File: src/rtl/idll_pkg.sv
`default_nettype none

package idll_pkg;

    localparam int NODE_SLOTS  = 1024;
    localparam int ID_W        = 10;
    localparam int ADDR_W      = $clog2(NODE_SLOTS);
    localparam int QUEUE_DEPTH = 2;
    localparam int QPTR_W      = $clog2(QUEUE_DEPTH);
    localparam int QCNT_W      = $clog2(QUEUE_DEPTH + 1);

    typedef enum logic [1:0] {
        CMD_UNLINK     = 2'd0,
        CMD_INS_BEFORE = 2'd1,
        CMD_INS_AFTER  = 2'd2,
        CMD_QUERY      = 2'd3
    } t_cmd;

    typedef enum logic [2:0] {
        ST_CLEAR,
        ST_IDLE,
        ST_RD_A,
        ST_RD_B,
        ST_WR_1,
        ST_WR_2
    } t_state;

    typedef struct packed {
        t_cmd            cmd;
        logic [ID_W-1:0] node;
        logic [ID_W-1:0] other;
        logic            node_ok;
        logic            other_ok;
        logic            same;
    } t_item;

    function automatic logic id_ok(input logic [ID_W-1:0] id);
        return (id != '0) && (32'(id) < NODE_SLOTS);
    endfunction

    function automatic logic [ADDR_W-1:0] to_addr(input logic [ID_W-1:0] id);
        return ADDR_W'(32'(id));
    endfunction

endpackage

`default_nettype wire

File: src/rtl/idll_front.sv
`default_nettype none

module idll_front (
    input  wire logic           i_clk,
    input  wire logic           i_rst_n,
    input  wire logic           i_busy,
    input  wire logic           i_in_valid,
    output logic                o_in_ready,
    input  wire logic [1:0]     i_cmd,
    input  wire logic [9:0]     i_node_id,
    input  wire logic [9:0]     i_other_id,
    output logic                o_push_valid,
    input  wire logic           i_push_ready,
    output idll_pkg::t_item     o_push_item
);
    import idll_pkg::*;

    logic  r_valid;
    t_item r_item;
    t_item n_item;

    always_comb begin
        n_item.cmd      = t_cmd'(i_cmd);
        n_item.node     = i_node_id;
        n_item.other    = i_other_id;
        n_item.node_ok  = id_ok(i_node_id);
        n_item.other_ok = id_ok(i_other_id);
        n_item.same     = (i_node_id == i_other_id);
    end

    assign o_in_ready   = !i_busy && (!r_valid || i_push_ready);
    assign o_push_valid = r_valid;
    assign o_push_item  = r_item;

    always_ff @(posedge i_clk) begin
        if (!i_rst_n) begin
            r_valid <= 1'b0;
        end else if (i_in_valid && o_in_ready) begin
            r_valid <= 1'b1;
        end else if (i_push_ready) begin
            r_valid <= 1'b0;
        end
    end

    always_ff @(posedge i_clk) begin
        if (i_in_valid && o_in_ready) begin
            r_item <= n_item;
        end
    end

endmodule

`default_nettype wire

File: config.mk
export PLATFORM = sky130hd
export DESIGN_NAME = idll_front
export DESIGN_NICKNAME = d
export VERILOG_FILES = /design/src/rtl/idll_pkg.sv /design/src/rtl/idll_front.sv
export SDC_FILE = /design/constraint.sdc
export NUM_CORES = 1
export LEC_CHECK = 0
export ABC_AREA = 1
export BUFFER_PORTS_ARGS = -buffer_cell sky130_fd_sc_hd__clkbuf_2
export CORE_MARGIN = 5
export CORE_UTILIZATION = 45
export CTS_BUF_LIST = sky130_fd_sc_hd__clkbuf_4 sky130_fd_sc_hd__clkbuf_8
export DETAILED_ROUTE_END_ITERATION = 6
export GPL_TIMING_DRIVEN = 0
export PLACE_DENSITY = 0.92
export SYNTH_ARGS = -nofsm -noshare
export SYNTH_HDL_FRONTEND = slang
export SYNTH_SLANG_ARGS = --single-unit
File: constraint.sdc
create_clock -name i_clk -period 2.61 [get_ports i_clk]
set_clock_uncertainty 0.2 [all_clocks]
set_input_delay 0 -clock i_clk [delete_from_list [all_inputs] [get_ports i_clk]]
set_output_delay 0 -clock i_clk [all_outputs]
set_load 0.02 [all_outputs]
======== After elaboration in Yosys (flattened, before gate mapping) ========
Index checks and enable logic that the tools add are counted.
cells by class
  reductions and logical operators ........ 8
  equality and inequality tests ........... 1
  muxes and demuxes ....................... 2
operator list
  operator            count
  $reduce_bool 10->1  2
  $eq 10x10->1        1
  $logic_and 1x1->1   2
  $logic_not 1->1     2
  $mux 1              2
  $reduce_bool 2->1   1
  $logic_or 1x1->1    1
storage, ports and cells
  output and inout bits ................... 27
  word-level logic and storage cells ...... 18
  bits of input ports ..................... 27
  register bits ........................... 26

======== Depth between registers and ports, before layout ========
  depth after elaboration ................. 5
  gate-level depth with buffers ........... 6
  gate-level depth less buffers ........... 6

======== Worst setup path after synthesis ========
No wires, ideal clock.
  path kind ............................... register to register
  start point ............................. reg r_valid, in the netlist o_push_valid
  end point ............................... reg r_item, in the netlist o_push_item[0], enable pin
  path buffers ............................ 0
  slack ................................... 0.509 ns
  setup time .............................. 0.404 ns
  arrival ................................. 1.497 ns
  clock period less this slack ............ 2.101 ns
  cell stages (with the launch flop) ...... 4
  data required time ...................... 2.006 ns
  cells stage by stage .................... dfxtp_1 inv_1 nor2_2 nor3_2
between the ends
  word-level cells in the longest chain between the ends .. 4
ends and longest elaborated chain
  element                 line              source
  start, declared         idll_front.sv:18  logic r_valid;
  start signal, assigned  idll_front.sv:37  r_valid <= 1'b0;
  start signal, assigned  idll_front.sv:39  r_valid <= 1'b1;
  start signal, assigned  idll_front.sv:41  r_valid <= 1'b0;
  $logic_not 1->1         idll_front.sv:31  assign o_in_ready = !i_busy && (!r_valid || i_push_ready);
  $logic_or 1x1->1        idll_front.sv:31
  $logic_and 1x1->1       idll_front.sv:31
  $logic_and 1x1->1       idll_front.sv:46  if (i_in_valid && o_in_ready) begin
  end signal, assigned    idll_front.sv:47  r_item <= n_item;
  end, declared           idll_front.sv:19  t_item r_item;
No other way between the ends.
A chain may end at the register's enable or synchronous reset.

======== Final worst setup path ========
  start point ............................. in i_busy
  end point ............................... reg r_item, in the netlist o_push_item[5], enable pin
between the ends
  word-level cells in the longest chain between the ends .. 3
ends and longest elaborated chain
  element            line              source
  start, declared    idll_front.sv:6   input wire logic i_busy,
  $logic_not 1->1    idll_front.sv:31
  $logic_and 1x1->1  idll_front.sv:31
  $logic_and 1x1->1  idll_front.sv:46
No other way between the ends.

==> metrics.yaml <==
status: "finished clean"
synth_fa_ha_area_share_pct: 0
ctsHtreeMaxLevel: 1
wl_met1_um: 886
synth_area_leaders: "edfxtp_1 72%, nand2_1 9.0%, inv_1 6.1%"
port_buffers: 53
synth_warnings: 0
power_density_nw_per_um2: 484
ys_seq_area_share_pct: 73.7
pwr-share-clk_pct: 22.2
drive_gt1_share_pct: 35.3
cts-buffers-inserted: 3
syn_area_um2: 1050
final_util_pct: 74.9
slew_headroom_pct: 63.7
synth-compound-area-share_pct: 0.478
p_sw_share_pct: 23.6
cts.sinks: 26
path_clk_slew_ns: 0.14
antennaDiodeCount: 0
clock.fmax_mhz: 470
worstPathRequired_ns: 2.36
synth_simple_gate_area_share_pct: 17.2
worstSetupPathType: "input port to register"
synth_xor_area_share_pct: 2.51
setup_viol: 0
pwr-share-comb_pct: 17.7
grt_pass1_wl_um: 4050
die_w_um: 58.2
finish.net_count: 201
dp_hpwl_um: 1730
fin_cells: 201
rsz0062_at_grt: "no"
met3_length_um: 205
viasPerCell: 4.42
drtPass1Iterations: 4
period_share_pct: 81.5
place_congestion: 0.738
power.switching_mw: 0.189
intPower_mw: 0.613
cts_tree: "done"
synthMuxAreaShare_pct: 0
syn_area_per_cell_um2: 11.8
wire_per_inst_um: 11.9
die_area_um2: 3390
wl_met2_um: 1260
grt_max_degree: 15
ios: 54
antenna_found_initial: 0
synth_nets: 116
drt-initial-drc-count: 13
area_growth_pct: 58.5
drc: 0
clkLatencyLatePin_ns: 0.29
dp_cells: 171
rows: 17
via_count: 889
crit_path_max_fanout: 12
start_util_pct: 47.3
highest_layer: "met4"
die_h_um: 58.2
yosysTopAreaCell: "edfxtp_1"
grt_overflow_total: 0
finalHoldViolCount: 0
wl_um: 2400
slew_violations: 0
ir_drop_v: 0.000324
synth-seq-cells: 26
track_usage_pct: 15.8
cellLeakagePower_nw: 0.788
cts_root_buffer: "clkbuf_4"
drv_cap: 0
setup_tns_ns: 0
postRouteAntennaNets: 0
syn_inst: 89
ctsLongestPathBuffers: 2
synth.top_cell.area_share_pct: 71.8
hold_class: "input port to register"
cp-start-kind: "input port"
critPathCaptureType: "register"
arrival_ns: 1.87
cts_resized: 0
period_needed_ns: 2.13
core_region_area_um2: 2210
power.share.sequential_pct: 60.1
synth_top_family_by_area: "simple AND/OR/NAND/NOR gates"
worst_pin_slew_ns: 0.542
synthDistinctLibCells: 13
power.total_mw: 0.802
first_global_vias: 922
what timing repair did:
action                                 4_1_cts  5_1_grt
hold buffers                                26        0
buffers inserted                             0        0
endpoints found under the hold margin       38        0
per-layer routing:
layer | track usage (%) | vias up
met5 | 0 | -
met2 | 28.1 | 40
met1 | 18.1 | 389
met4 | 5.96 | 0
li1 | - | 456
met3 | 4.01 | 4
cell usage in the layout, fill, tap and decap left out:
cell type	instances
clkbuf_4	4
clkbuf_2	53
dlygate4sd3_1	26
nand2_1	25
xor2_1	3
nor4_1	2
nor2_1	8
nor3_4	1
nand3_1	1
o21ai_0	1
inv_1	17
dfxtp_1	1
nor3_1	2
edfxtp_1	25
nor2_2	2
nand4_1	1
buf_8	1
synthesized netlist by cell type:
cell type,number
edfxtp_1,25
nor3_2,1
nor4_1,2
nand4_1,1
inv_1,17
nor2_1,8
dfxtp_1,1
nor3_1,2
nand3_1,1
o21ai_0,1
xor2_1,3
nand2_1,25
nor2_2,2
power by group through the flow:
stage	clock (mW)	sequential [mW]	combinational [mW]
after global routing	0.205	0.484	0.156
after CTS	0.177	0.483	0.142
after global placement	0	0.492	0.104
after detailed placement	0	0.492	0.111
after floorplan	0	0.516	0.0313
final	0.178	0.482	0.142
final timing paths:
path | slack [ns] | endpoint | startpoint | depth (start not counted)
setup / recovery | 0.48 | o_push_item[5] | i_busy | 4
setup reg to reg | 0.49 | o_push_item[5] | o_push_valid | 4
hold / removal | 0.02 | o_push_item[1] | i_in_valid | 4
hold reg to reg | 0.73 | o_push_item[1] | o_push_valid | 4
stage by stage:
step | cell area [um2] | hold WS, ns | setup WS (ns)
3_3_place_gp | 1350 | -0.0194 | 0.300
2_1_floorplan | 1050 | -0.120 | 0.509
6_report | 1660 | 0.0231 | 0.484
5_1_grt | 1660 | 0.0481 | 0.403
3_5_place_dp | 1370 | -0.0137 | 0.916
4_1_cts | 1660 | 0.0341 | 0.474
registers in the layout, summed over array words and instances (netlist names):
| signal | cells |
|---|---|
| o_push_valid | 1 |
| o_push_item | 25 |
logic make-up (layout without fill, tap and decap cells):
| logic type | Yosys count | in the layout |
|---|---|---|
| simple gates | 42 | 42 |
| flops | 26 | 26 |
| compound gates | 1 | 1 |
| xor+xnor | 3 | 3 |
| buf+inv | 17 | 101 |
worst max-delay path: stages:
cell and delay (ns):
dlygate4sd3_1 0.54, clkbuf_2 0.14, nor3_4 0.26, dlygate4sd3_1 0.94
layout make-up:
type	count	area, um2
fill	149	554
inverter	17	63.8
multi-input combinational	46	218
sequential	26	771
clock buffer	4	30.0
tap	28	35.0
timing repair buffer	80	541
No activity file was read; power rests on OpenSTA's default activity.
