[config.mk]
export PLATFORM = sky130hd
export DESIGN_NAME = idll_queue
export DESIGN_NICKNAME = d
export VERILOG_FILES = /design/src/rtl/idll_pkg.sv /design/src/rtl/idll_queue.sv
export SDC_FILE = /design/constraint.sdc
export NUM_CORES = 1
export LEC_CHECK = 0
export ABC_AREA = 1
export ABC_CLOCK_PERIOD_IN_PS = 2200
export CAP_MARGIN = 10
export CORE_MARGIN = 1
export CORE_UTILIZATION = 55
export DETAILED_ROUTE_END_ITERATION = 8
export DONT_BUFFER_PORTS = 1
export GPL_ROUTABILITY_DRIVEN = 0
export PLACE_DENSITY = 0.77
export SYNTH_ARGS = -nofsm -noshare
export SYNTH_HDL_FRONTEND = slang
export SYNTH_SLANG_ARGS = --single-unit
[constraint.sdc]
create_clock -name i_clk -period 2.2 [get_ports i_clk]
set_input_delay 0 -clock i_clk [delete_from_list [all_inputs] [get_ports i_clk]]
set_output_delay 0 -clock i_clk [all_outputs]
set_load 0.05 [all_outputs]
[src/rtl/idll_pkg.sv]
`default_nettype none

package idll_pkg;

    localparam int NODE_SLOTS  = 1024;
    localparam int ID_W        = 10;
    localparam int ADDR_W      = $clog2(NODE_SLOTS);
    localparam int QUEUE_DEPTH = 2;
    localparam int QPTR_W      = $clog2(QUEUE_DEPTH);
    localparam int QCNT_W      = $clog2(QUEUE_DEPTH + 1);

    typedef enum logic [1:0] {
        CMD_UNLINK     = 2'd0,
        CMD_INS_BEFORE = 2'd1,
        CMD_INS_AFTER  = 2'd2,
        CMD_QUERY      = 2'd3
    } t_cmd;

    typedef enum logic [2:0] {
        ST_CLEAR,
        ST_IDLE,
        ST_RD_A,
        ST_RD_B,
        ST_WR_1,
        ST_WR_2
    } t_state;

    typedef struct packed {
        t_cmd            cmd;
        logic [ID_W-1:0] node;
        logic [ID_W-1:0] other;
        logic            node_ok;
        logic            other_ok;
        logic            same;
    } t_item;

    function automatic logic id_ok(input logic [ID_W-1:0] id);
        return (id != '0) && (32'(id) < NODE_SLOTS);
    endfunction

    function automatic logic [ADDR_W-1:0] to_addr(input logic [ID_W-1:0] id);
        return ADDR_W'(32'(id));
    endfunction

endpackage

`default_nettype wire

[src/rtl/idll_queue.sv]
`default_nettype none

module idll_queue (
    input  wire logic            i_clk,
    input  wire logic            i_rst_n,
    input  wire logic            i_push_valid,
    output logic                 o_push_ready,
    input  wire idll_pkg::t_item i_push_item,
    output logic                 o_pop_valid,
    input  wire logic            i_pop_ready,
    output idll_pkg::t_item      o_pop_item
);
    import idll_pkg::*;

    t_item              r_mem [QUEUE_DEPTH];
    logic [QPTR_W-1:0]  r_wr_ptr;
    logic [QPTR_W-1:0]  r_rd_ptr;
    logic [QCNT_W-1:0]  r_count;
    logic               push;
    logic               pop;

    assign o_push_ready = (r_count != QCNT_W'(QUEUE_DEPTH));
    assign o_pop_valid  = (r_count != '0);
    assign o_pop_item   = r_mem[r_rd_ptr];
    assign push         = i_push_valid && o_push_ready;
    assign pop          = o_pop_valid && i_pop_ready;

    always_ff @(posedge i_clk) begin
        if (!i_rst_n) begin
            r_wr_ptr <= '0;
            r_rd_ptr <= '0;
            r_count  <= '0;
        end else begin
            if (push) begin
                r_wr_ptr <= (32'(r_wr_ptr) == QUEUE_DEPTH - 1) ? '0 : r_wr_ptr + 1'b1;
            end
            if (pop) begin
                r_rd_ptr <= (32'(r_rd_ptr) == QUEUE_DEPTH - 1) ? '0 : r_rd_ptr + 1'b1;
            end
            if (push && !pop) begin
                r_count <= r_count + 1'b1;
            end else if (pop && !push) begin
                r_count <= r_count - 1'b1;
            end
        end
    end

    always_ff @(posedge i_clk) begin
        if (push) begin
            r_mem[r_wr_ptr] <= i_push_item;
        end
    end

endmodule

`default_nettype wire

Word-level counts from Yosys, hierarchy flattened
Memories as Yosys holds them, arrays and structs flattened. A register that Yosys moved wholly into a read port is not among the register bits.
Cells that the tools add are included.
- add/subtract/negate cells: 4
- equality and inequality tests: 1
- mux-type cells: 8
- reduce and logical (&&, ||, !) cells: 8
- operator list (cell ; number):
    two-way mux 1 bit ; 6
    logical AND 1 bit ; 4
    two-way mux 2 bit ; 2
    nonzero test 2 bit ; 2
    adder 1 bit (second input constant) ; 2
    adder 2 x 1 -> 2 bit (second input constant) ; 1
    zero test 1 bit ; 2
    != test 2 bit (second input constant) ; 1
    subtractor 2 x 1 -> 2 bit (second input constant) ; 1
- register bits: 4
- bits in writable memories: 50
- bits of input ports: 29
- output and inout bits: 27
- word-level logic and storage cells: 25
- memories: 1
- memory list (name ; depth ; bits a word ; rd ports ; clocked after memory_dff ; write ports ; RTL line ; RTL):
    r_mem ; 2 ; 25 ; 1 ; 1 ; 1 ; idll_queue.sv:15 ; t_item r_mem [QUEUE_DEPTH];

Logic depth before layout (Yosys ltp)
- depth in word-level cells: 6
- gate-level depth with buffers: 11
- mapped depth without buffers: 11

Worst setup path after synthesis
Ideal clock, no wire load.
- path kind: flip-flop to flip-flop
- start: reg r_count[0]
- end: mem r_mem[0][0] in the netlist's numbering, enable pin
- arrival time: 1.979 ns
- path slack: -0.186 ns
- cell stages (with the launch flop): 5
- cell sequence: dfxtp_1 > inv_2 > nand2_1 > nand2_2 > nor2_1
- word-level cells in the longest chain between the ends: 4
- ends and longest elaborated chain (what ; RTL line ; RTL):
    from (decl) ; idll_queue.sv:18 ; logic [QCNT_W-1:0] r_count;
    from (signal assigned) ; idll_queue.sv:41 ; r_count <= r_count + 1'b1;
    from (signal assigned) ; idll_queue.sv:43 ; r_count <= r_count - 1'b1;
    != test 2 bit ; idll_queue.sv:22 ; assign o_push_ready = (r_count != QCNT_W'(QUEUE_DEPTH));
    via o_push_ready ; idll_queue.sv:7 ; output logic o_push_ready,
    logical AND 1 bit ; idll_queue.sv:25 ; assign push = i_push_valid && o_push_ready;
    two-way mux 1 bit ; idll_queue.sv:49 ; if (push) begin
    two-way mux 1 bit (not written as such) ; idll_queue.sv:50 ; r_mem[r_wr_ptr] <= i_push_item;
    to (decl) ; idll_queue.sv:15 ;
The timed path passes the listed nets, and every way through them passes these cells.

Worst setup path after layout
- start: reg r_count[0]
- end: reg r_count[1]
- word-level cells in the longest chain between the ends: 5
- elaborated cells on any way between the ends: 13
- classes of those cells: add/sub (2); eq/ne (1); mux (2); reduce/logical (8)
- ends and longest elaborated chain (what ; RTL line ; RTL):
    != test 2 bit * ; idll_queue.sv:22 ;
    logical AND 1 bit * ; idll_queue.sv:25 ;
    via push ; idll_queue.sv:19 ; logic push;
    zero test 1 bit ; idll_queue.sv:42 ; end else if (pop && !push) begin
    logical AND 1 bit ; idll_queue.sv:42 ;
    nonzero test 2 bit (no line) ; -- ;
The timed path passes the listed nets; every way through them passes the cells marked *. The select of a mux whose other input is x is not followed.
A chain may end at the register's enable or synchronous reset.

==> flow_metrics.tcl <==
set metrics [dict create \
    globalRouteMet3Util 0.0616 \
    grt_usage 0.172 \
    mostFrequentLayoutCell "edfxtp_1" \
    routed-via-count 1047 \
    synthesis.nets 145 \
    drv_slew 0 \
    initial_core_util 0.579 \
    dieWidth_um 64.6 \
    clock_path_buffers 2 \
    nets 182 \
    ys_top_cells_by_area "edfxtp_1 70%, mux2_4 14%, dfxtp_1 4.7%" \
    p_leak_nw 0.944 \
    areaGrowthSynthToFinish_pct 19.0 \
    grt_pass1_vias 1158 \
    place_ws_ns 0.733 \
    postLayoutCoreUtil 0.689 \
    clk_pin_slew_ns 0.08 \
    min_period_ns 1.48 \
    use_met1 0.159 \
    grt_setup_unrepaired "false" \
    synth_top_cell_by_area "edfxtp_1" \
    maxCapViolations 0 \
    detail_route.wl_per_cell_um 16.0 \
    grt_util_met2 0.329 \
    startpoint_type "flip-flop" \
    drc_errors 0 \
    yosysTopAreaCellShare 0.698 \
    cp.required_ns 2.44 \
    fin_total_pwr_mw 3.07 \
    r2r-end "r_count[1]" \
    hold_path_end "r_wr_ptr" \
    final_cell_mix "50 x edfxtp_1, 26 x dlygate4sd3_1, 20 x mux2_4" \
    num_antenna_cells 0 \
    grt_max_degree 18 \
    htree_levels 2 \
    final_antenna_net_count 0 \
    setup_slack_ns 0.722 \
    grt_pass1_wl_um 5140 \
    whs_path_depth 3 \
    grt.busiest_layer "met2" \
    num_rows 22 \
    hpwl_um 2190 \
    final_area_mm2 0.00256 \
    syn_inst 115 \
    setup_viol 0 \
    wirelength_um 3220 \
    ys_seq_area_frac 0.744 \
    worst_hold_path_type "input port to flip-flop" \
    path_class "flip-flop to flip-flop" \
    post_cts.repair.setup_buffers 0 \
    final.setup.tns_ns 0 \
    core_area_mm2 0.00372 \
    synth_area_mm2 0.00215 \
    cts_made_buffers 5 \
    status "complete, no violations" \
    finalClockSkew_ns 0.00547 \
    period_share 0.672 \
    ys_ff_latch 55 \
    worstReg2RegStart "r_count[0]" \
    overflow 0 \
    rr_worst_depth 10 \
    max_clock_freq_mhz 676 \
    vdd_ir_drop_max_mv 0.745 \
    synth_cell_types 17 \
    viasPerCell 5.21 \
    cts_sinks 55 \
    first_iter_violations 35 \
    cts_tree "yes" \
    path_max_fanout 5 \
    rrSetupSlack_ns 0.72 \
    dr.pass1.iters 4 \
    synth.avg_cell_area_um2 18.7 \
    power_density_mw_per_mm2 1200 \
    worstSkewPairLatency_ns 0.29 \
    portBuffers 0 \
    yosysWarnings 0 \
    hold_viol 0 \
    io_pins 56 \
    antenna_found_initial 0 \
    slew_headroom 0.685 \
    crit_path_end_kind "flip-flop" \
    die_h_um 64.6 \
    min_from "i_push_valid" \
    max_slew.worst_pin.slew_ns 0.471 \
    root_buffer "clkbuf_8" \
    drive_gt1_frac 0.275 \
    place_area_mm2 0.00222 \
    crit_arrival_ns 1.72 \
    die-area_mm2 0.00417 \
]
-- kinds of logic after synthesis --
group / Yosys count / synth area share
AND/OR/NAND/NOR: 19 / 0.0360
AO/OA/AOI/OAI: 4 / 0.0105
buffers and inverters: 11 / 0.0378
flip-flops: 55 / 0.744
multiplexers: 25 / 0.166
adder cells (fa/ha/maj): 1 / 0.00581
-- layout make-up --
| cell class | count | area [um^2] |
|---|---|---|
| Clock inverter | 1 | 5.00 |
| Sequential cell | 55 | 1600 |
| Inverter | 8 | 30.0 |
| Clock buffer | 7 | 76.3 |
| Timing Repair Buffer | 33 | 313 |
| Fill cell | 272 | 1160 |
| Tap cell | 48 | 60.1 |
| Multi-Input combinational cell | 49 | 474 |
-- worst max-delay path: stages (launching register included) --
cell and delay [ns]:
dfxtp_1 0.34, inv_2 0.09, nand2_1 0.09, nand2_2 0.12
inv_1 0.07, ha_1 0.32, inv_1 0.09, nand3_1 0.09
nand2_1 0.07, inv_1 0.04, nor2_1 0.09
-- synth_stat cells --
master,instances
edfxtp_1,50
mux2_4,20
nand2_1,8
nor2_1,8
inv_1,7
dfxtp_1,5
mux2_2,5
buf_12,2
o21ai_0,2
a21oi_1,1
buf_6,1
ha_1,1
inv_2,1
nand2_2,1
nand3_1,1
nand4_1,1
o21a_1,1
-- repair_timing --
action	CTS	global route
hold buffers	26	0
hold endpoints to repair	55	0
resized for setup	0	0
-- per-layer routing --
layer	vias up	wire, um	part of all wire
li1	496	-	-
met1	510	1110	0.34
met2	35	1880	0.58
met3	6	180	0.056
met4	0	46	0.014
met5	-	0	0
-- power by group --
part / switching, mW / leakage (nW) / total [mW] / internal, mW
sequential: 0.0547 / 0.508 / 1.38 / 1.32
clock: 0.275 / 0.0422 / 0.498 / 0.223
combinational: 0.854 / 0.394 / 1.20 / 0.343
-- registers in the layout, indices dropped and copies added, names as in the netlist, named ones only --
register  count
r_count       2
r_rd_ptr      1
r_mem        50
r_wr_ptr      1
-- worst max-delay path by stage --
stage	cells after the start	endpoint	slack [ns]	startpoint
2_1_floorplan	4	r_mem[0][0]	-0.19	r_count[0]
3_3_place_gp	10	r_count[1]	0.94	r_count[0]
3_5_place_dp	10	r_count[1]	0.73	r_count[0]
4_1_cts	10	r_count[1]	0.72	r_count[0]
5_1_grt	9	r_count[1]	0.58	r_count[1]
6_report	10	r_count[1]	0.72	r_count[0]
-- per-stage QoR --
step                cells  hold WS [ns]
floorplan             115        0.0989
global route          201        0.0510
global placement      167        0.0989
CTS                   201        0.0155
detailed placement    167        0.0989
finish                201        0.0280
(Power assumes the default switching activity.)
